**config.mk**
```make
export PLATFORM = sky130hd
export DESIGN_NAME = wvnn_cell
export DESIGN_NICKNAME = d
export VERILOG_FILES = /design/src/hw/rtl/wvnn_pkg.sv /design/src/hw/rtl/wvnn_cell.sv
export SDC_FILE = /design/constraint.sdc
export NUM_CORES = 1
export LEC_CHECK = 0
export BUFFER_PORTS_ARGS = -buffer_cell sky130_fd_sc_hd__buf_2
export CAP_MARGIN = 10
export CELL_PAD_IN_SITES_DETAIL_PLACEMENT = 0
export CELL_PAD_IN_SITES_GLOBAL_PLACEMENT = 1
export CORE_AREA = 2 2 98 100
export DETAILED_ROUTE_END_ITERATION = 8
export DIE_AREA = 0 0 100 102
export PLACE_DENSITY = 0.84
export SLEW_MARGIN = 10
export SYNTH_ARGS = -nofsm -noshare
export SYNTH_HDL_FRONTEND = slang
export SYNTH_SLANG_ARGS = --single-unit
```
**constraint.sdc**
```tcl
create_clock -name clk -period 5.9 [get_ports clk]
set_input_delay 0.295 -clock clk [delete_from_list [all_inputs] [get_ports clk]]
set_output_delay 0.295 -clock clk [all_outputs]
set_load 0.005 [all_outputs]
```
**src/hw/rtl/wvnn_pkg.sv**
```systemverilog
// Shared types and constants of the weight vector nearest neighbour block.
// Request, result, store, scan-control and sort-cell types; no dependencies.
package wvnn_pkg;

	localparam int MAX_VECTORS    = 256;
	localparam int MAX_OBJECTIVES = 4;
	localparam int MAX_NEIGHBOURS = 32;
	localparam int COORD_BITS     = 16;

	localparam int VEC_BITS      = 8;
	localparam int OBJ_BITS      = 2;
	localparam int COORD_IN_BITS = 16;
	localparam int RANK_BITS     = 5;
	localparam int VC_BITS       = 9;
	localparam int OC_BITS       = 3;
	localparam int NC_BITS       = 6;
	localparam int CFG_IDX_BITS  = 2;
	localparam int CFG_DATA_BITS = 9;

	localparam int DIST_BITS = 2 * COORD_BITS + 1;
	localparam int PROD_BITS = 2 * COORD_BITS;
	localparam int SUM_BITS  = PROD_BITS + $clog2(MAX_OBJECTIVES) + 1;

	localparam logic KIND_LOAD  = 1'b0;
	localparam logic KIND_QUERY = 1'b1;

	localparam logic [CFG_IDX_BITS-1:0] CFG_VECTOR_COUNT    = 2'd0;
	localparam logic [CFG_IDX_BITS-1:0] CFG_OBJECTIVE_COUNT = 2'd1;
	localparam logic [CFG_IDX_BITS-1:0] CFG_NEIGHBOUR_COUNT = 2'd2;

	typedef struct packed {
		logic                     kind;
		logic [VEC_BITS-1:0]      vector_index;
		logic [OBJ_BITS-1:0]      objective_index;
		logic [COORD_IN_BITS-1:0] coordinate;
	} request_t;

	typedef struct packed {
		logic [VEC_BITS-1:0]  neighbour_index;
		logic [RANK_BITS-1:0] rank;
		logic                 last;
	} result_t;

	typedef struct packed {
		logic                  en;
		logic [VEC_BITS-1:0]   vec;
		logic [OBJ_BITS-1:0]   obj;
		logic [COORD_BITS-1:0] coord;
	} store_wr_t;

	typedef struct packed {
		logic                issue;
		logic                scan;
		logic                skip;
		logic                capture;
		logic [VEC_BITS-1:0] addr;
		logic [OC_BITS-1:0]  objs;
	} scan_ctl_t;

	typedef struct packed {
		logic                 valid;
		logic [DIST_BITS-1:0] dist_sq;
		logic [VEC_BITS-1:0]  idx;
	} entry_t;

	typedef struct packed {
		logic                 clear;
		logic                 insert;
		logic                 shift;
		logic [DIST_BITS-1:0] dist_sq;
		logic [VEC_BITS-1:0]  idx;
	} cell_ctl_t;

endpackage

```
**src/hw/rtl/wvnn_cell.sv**
```systemverilog
// One place of the sorted neighbour list: holds a distance and an index.
// Inserts in order beside its neighbours and shifts toward the head on output.
// Depends on wvnn_pkg.
module wvnn_cell (
	input  logic                clk,
	input  logic                arst_n,
	input  wvnn_pkg::cell_ctl_t ctl,
	input  wvnn_pkg::entry_t    up,
	input  logic                up_keep,
	input  wvnn_pkg::entry_t    down,
	output wvnn_pkg::entry_t    ent,
	output logic                keep
);
	import wvnn_pkg::*;

	entry_t ent_q;

	assign keep = ent_q.valid && (ent_q.dist_sq <= ctl.dist_sq);
	assign ent  = ent_q;

	always_ff @(posedge clk or negedge arst_n) begin
		if (!arst_n) begin
			ent_q.valid <= 1'b0;
		end else if (ctl.clear) begin
			ent_q.valid <= 1'b0;
		end else if (ctl.shift) begin
			ent_q <= down;
		end else if (ctl.insert && !keep) begin
			if (up_keep) begin
				ent_q.valid   <= 1'b1;
				ent_q.dist_sq <= ctl.dist_sq;
				ent_q.idx     <= ctl.idx;
			end else begin
				ent_q <= up;
			end
		end
	end

endmodule

```
-- Word level (Yosys, flattened, before mapping)
Cells that the tools add are included.
- register bits: 42
- input port bits: 131
- output and inout bits: 43
- logic and storage cells: 15
- order comparisons: 1
- muxes and demuxes: 4
- bitwise logic cells: 1
- reductions and logical operators: 6
- operators with widths (kind ; number):
    2-to-1 mux 42 bit ; 3
    less-or-equal comparator 33 bit ; 1
    AND reduction 3 bit ; 1
    nonzero test 3 bit ; 1
    logical AND 1 bit ; 2
    nonzero test 2 bit ; 1
    logical NOT 1 bit ; 1
    2-to-1 mux 1 bit ; 1
    NOT 1 bit ; 1

-- Logic depth before layout (Yosys ltp)
- depth after elaboration: 7
- mapped depth: 7
- mapped depth without buffers: 7

-- Least setup slack after synthesis
OpenSTA, ideal clock, no wires.
- path kind: register to register
- start: register ent_q (netlist bit ent[39])
- end: register ent_q (netlist bit ent[0]), enable pin
- library setup time: 0.401 ns
- arrival time: 2.508 ns
- required time: 5.499 ns
- slack: 2.991 ns
- cell stages (with the launch flop): 7
- path buffers: 0
- clock period less this slack: 2.909 ns
- path through: edfxtp_1 -> ha_1 -> nand4_4 -> nor4_4 -> nand2_2 -> o2bb2ai_2 -> o21a_1
- longest elaborated chain between the ends: 6
- ends and longest elaborated chain (item ; RTL line ; text):
    from (decl) ; wvnn_cell.sv:16 ; entry_t ent_q;
    from (signal assigned) ; wvnn_cell.sv:27 ; ent_q <= down;
    from (signal assigned) ; wvnn_cell.sv:34 ; ent_q <= up;
    less-or-equal comparator 33 bit ; wvnn_cell.sv:18 ; assign keep = ent_q.valid && (ent_q.dist_sq <= ctl.dist_sq);
    logical AND 1 bit ; wvnn_cell.sv:18 ;
    logical NOT 1 bit ; wvnn_cell.sv:28 ; end else if (ctl.insert && !keep) begin
    logical AND 1 bit ; wvnn_cell.sv:28 ;
    nonzero test 2 bit (no line) ; -- ;
    AND reduction 3 bit (no line) ; -- ;
Every way passes these cells.
A chain may end at the register's enable or synchronous reset.

-- Worst setup path in the final report
- start: register ent_q (netlist bit ent[39])
- end: register ent_q (netlist bit ent[40]), enable pin
Same word-level chain as after synthesis.

==> summary.md <==
| Metric | Value |
|---|---|
| Leak Pwr | `0.00213 uW` |
| Largest incremental delay on the critical path | `~0.85 ns` |
| Aggregate negative setup slack | `0 ns` |
| IO Port Bufs | `roughly 170` |
| Overall overflow remaining after global route | `0` |
| Largest voltage drop on the vdd net | `about 80 uV` |
| Endpoint arrival time on the critical path | `about 2.7 ns` |
| Outcome | `finished, final reports clean` |
| Layout net count | `~650` |
| Clock-pin slew of the registers on the worst-case setup and hold paths | `~0.08 ns` |
| Proportion of layout cells with a drive suffix above 1 | `39.0%` |
| Worst Path Buf+Inv | `0` |
| Period Utilization, post-route | `a little under half` |
| Inserted Clock Buffers | `5` |
| CP max FO | `around 40` |
| Post-CTS setup buffer count | `0` |
| Floorplan die height | `around 100 um` |
| Reg2reg start | `ent[39]` |
| Clock root cell | `clkbuf_8` |
| # IOs | `between 150 and 200` |
| Number of antenna violations at the first check in global routing | `0` |
| Power Dens Cells | `around 170 nW/um^2` |
| Count of clock tree sinks | `42` |
| Final Max Tran Viols | `0` |
| Seq cells post-synth | `42` |
| Drt first-iter violations | `just over 60` |
| Cells after Synth | `roughly 320` |
| Max-slew headroom at the worst pin | `a little under a third` |
| Routed via count divided by cell count | `4.80` |
| Commonest cells after routing, fill and taps aside | `173 x buf_2, 49 x nand2_1, 45 x o21ai_0, 41 x mux2i_1, 41 x edfxtp_1` |
| Clock Skew | `about 0.0072 ns` |
| Setup violations, final | `0` |
| Hold Path Depth | `3` |
| Synthesized netlist net count | `482` |
| Critical Setup Path Class | `reg -> reg` |
| Post-Synthesis Mean Instance Area | `slightly below 10 sq um` |
| Vias in the first global route | `between 2000 and 3000` |
| Total global routing track utilization | `15.2%` |
| CORE AREA | `9110 sq um` |
| Slew at the pin closest to its max-slew limit | `1.02 ns` |
| Worst-case register-to-register setup slack | `slightly above 3 ns` |
| Yosys Warn Count | `0` |
| Power, Total | `between 700 and 800 uW` |
| Pin count of the biggest net entering global routing | `87` |
| Fin area | `slightly above 4000 sq um` |
| Endpoint class of the critical path | `register` |
| Longest Clk Path Bufs | `2` |
| Unrepaired setup endpoints after global routing | `no` |
| Most common library cell in the layout ignoring fill and taps | `buf_2` |
| Routed len/inst | `between 10 and 15 um` |
| Number of iterations in the first detailed-routing pass | `4` |
| Largest register FFs | `42` |
| Site row count | `35` |
| Worst Setup Start Kind | `register` |
| Clock tree from TritonCTS | `built` |
| Final weighted congestion in routability-driven placement | `slightly above 0.7` |
| First-pass GRT wire length | `12.3 mm` |
| Max capacitance violation total | `0` |
| Most Crowded Layer GR | `met2` |
| Hold WS | `0.274 ns` |
| Area grow syn2layout | `33.8%` |
| Die ar. | `10200 sq um` |
| Clock latency at the later pin of the worst-skew pair | `roughly 0.29 ns` |
| Filler Cell Count | `954` |
| Slowest library cell on the worst path | `o21a_2` |
| Die Span X | `~100 um` |
| Routed wire length | `approximately 8 mm` |
| H-tree depth reported by CTS | `2` |
| GRT met2 Usage | `between 20% and 30%` |
| Minimum period implied by the final worst setup slack | `roughly 2.8 ns` |
| Cell area after synthesis | `~3100 sq um` |
| Half-perimeter wire length after placement | `between 6 and 7 mm` |
| Post-place instance area | `roughly 4100 sq um` |
| Number of gates resized after CTS | `0` |
| Required time worst endpoint | `5.81 ns` |
| WHS Endpoint | `ent[39]` |
| R2R Path End | `ent[40]` |
| DRT antenna net count | `0` |
| Kind of cell adding the most delay to the critical path | `compound AO/OA/AOI/OAI gates` |
| Hold path start | `down[39]` |
| Global-route met1 utilization | `between 15 and 20%` |
| Number of hold buffers added after cts | `1` |
| Ordered list of cells on the worst path | `ha_1, nand4_4, nor4_4, nand2_2, o2bb2ai_2, o21a_2` |
| Fmax | `353 MHz` |
| Sequential-to-total area share from yosys stat | `40.5%` |
| Yosys cell types | `33` |
| Initial Util | `between 30% and 40%` |
| Total via count after detailed routing | `about 2900` |
| Count of final hold-check violations | `0` |
| R2R depth | `6` |
| Class of the tightest hold or removal check | `in -> reg` |
| DR DRC count | `0` |
| Grt met3 use | `4.38%` |
| Number of diodes added for antenna fixing | `0` |
## per-stage QoR
| stage | cells | worst slack, ns | util, % |
|---|---|---|---|
| 2_1_floorplan | 318 | 2.99 | - |
| 3_3_place_gp | 590 | 3.10 | 44.6 |
| 3_5_place_dp | 590 | 3.01 | 44.6 |
| 4_1_cts | 598 | 3.01 | 45.6 |
| 5_1_grt | 598 | 2.86 | 45.6 |
| 6_report | 598 | 3.07 | 45.6 |
## power breakdown
part	internal [uW]	switching, uW	total [uW]
logic	87.4	92.1	180
registers	349	7.33	356
clock network	81.6	91.6	173
## logic make-up (layout without fill, tap and decap cells)
kind of cell             count (synthesis)  in the layout  synth area share [%]
AO/OA/AOI/OAI                           75             75                  14.4
adder cells (fa/ha/maj)                 33             33                  13.3
buffers and inverters                   53            222                  6.58
flip-flops                              42             42                  40.5
multiplexers                            41             41                  13.2
AND/OR/NAND/NOR                         74             74                  11.9
## worst max path at each step
stage                          to     from  cells past startpoint  slack (ns)
after floorplan            ent[0]  ent[39]                      6        2.99
after detailed placement  ent[15]  ctl[39]                      8        3.01
final                     ent[40]  ent[39]                      6        3.07
after global placement    ent[17]  ctl[36]                      8        3.10
after global routing      ent[24]  ent[39]                      6        2.86
after CTS                 ent[15]  ent[39]                      6        3.01
## cell usage after synthesis, drive strengths merged
master,instances,share of area (%)
a2111oi,1,0.89
a211oi,1,0.24
a21boi,1,0.24
a21o,3,0.73
a21oi,13,2.1
a221oi,1,0.48
a22oi,1,0.24
a41oi,1,0.28
buf,4,0.65
clkbuf,10,1.2
dfrtp,1,0.81
edfxtp,41,40
ha,33,13
inv,39,4.7
mux2i,41,13
nand2,50,6.1
nand3,4,0.65
nand4,7,2.3
nor2,5,0.61
nor2b,1,0.20
nor3,5,1.2
nor4,2,0.89
o21a,2,0.48
o21ai,48,7.7
o221ai,1,0.28
o2bb2ai,1,0.48
o31ai,1,0.24
## routing by layer
metal / routed length [um] / part of all wire, %
met2: 3860 / 49
met4: 133 / 1.7
met3: 635 / 8.1
met1: 3180 / 41
met5: 0 / 0
## worst reg2reg max path, delay by kind of cell, from the launching register on
family	cells	cell delay, ns
compound gates	2	1.04
fa+ha+maj	1	0.38
flops	1	0.40
simple gates	3	0.63
## area by class of cell
| cell class | count | area, sq um | share of cell area [%] |
|---|---|---|---|
| flip-flops and latches | 42 | 1260 | 30.3 |
| clock buffers | 7 | 76.3 | 1.84 |
| multi-input cells | 223 | 1640 | 39.6 |
| well taps | 111 | 139 | 3.35 |
| inverters | 39 | 146 | 3.53 |
| repair buffers | 176 | 891 | 21.5 |
Note: power is estimated with default switching activity, not from simulation.
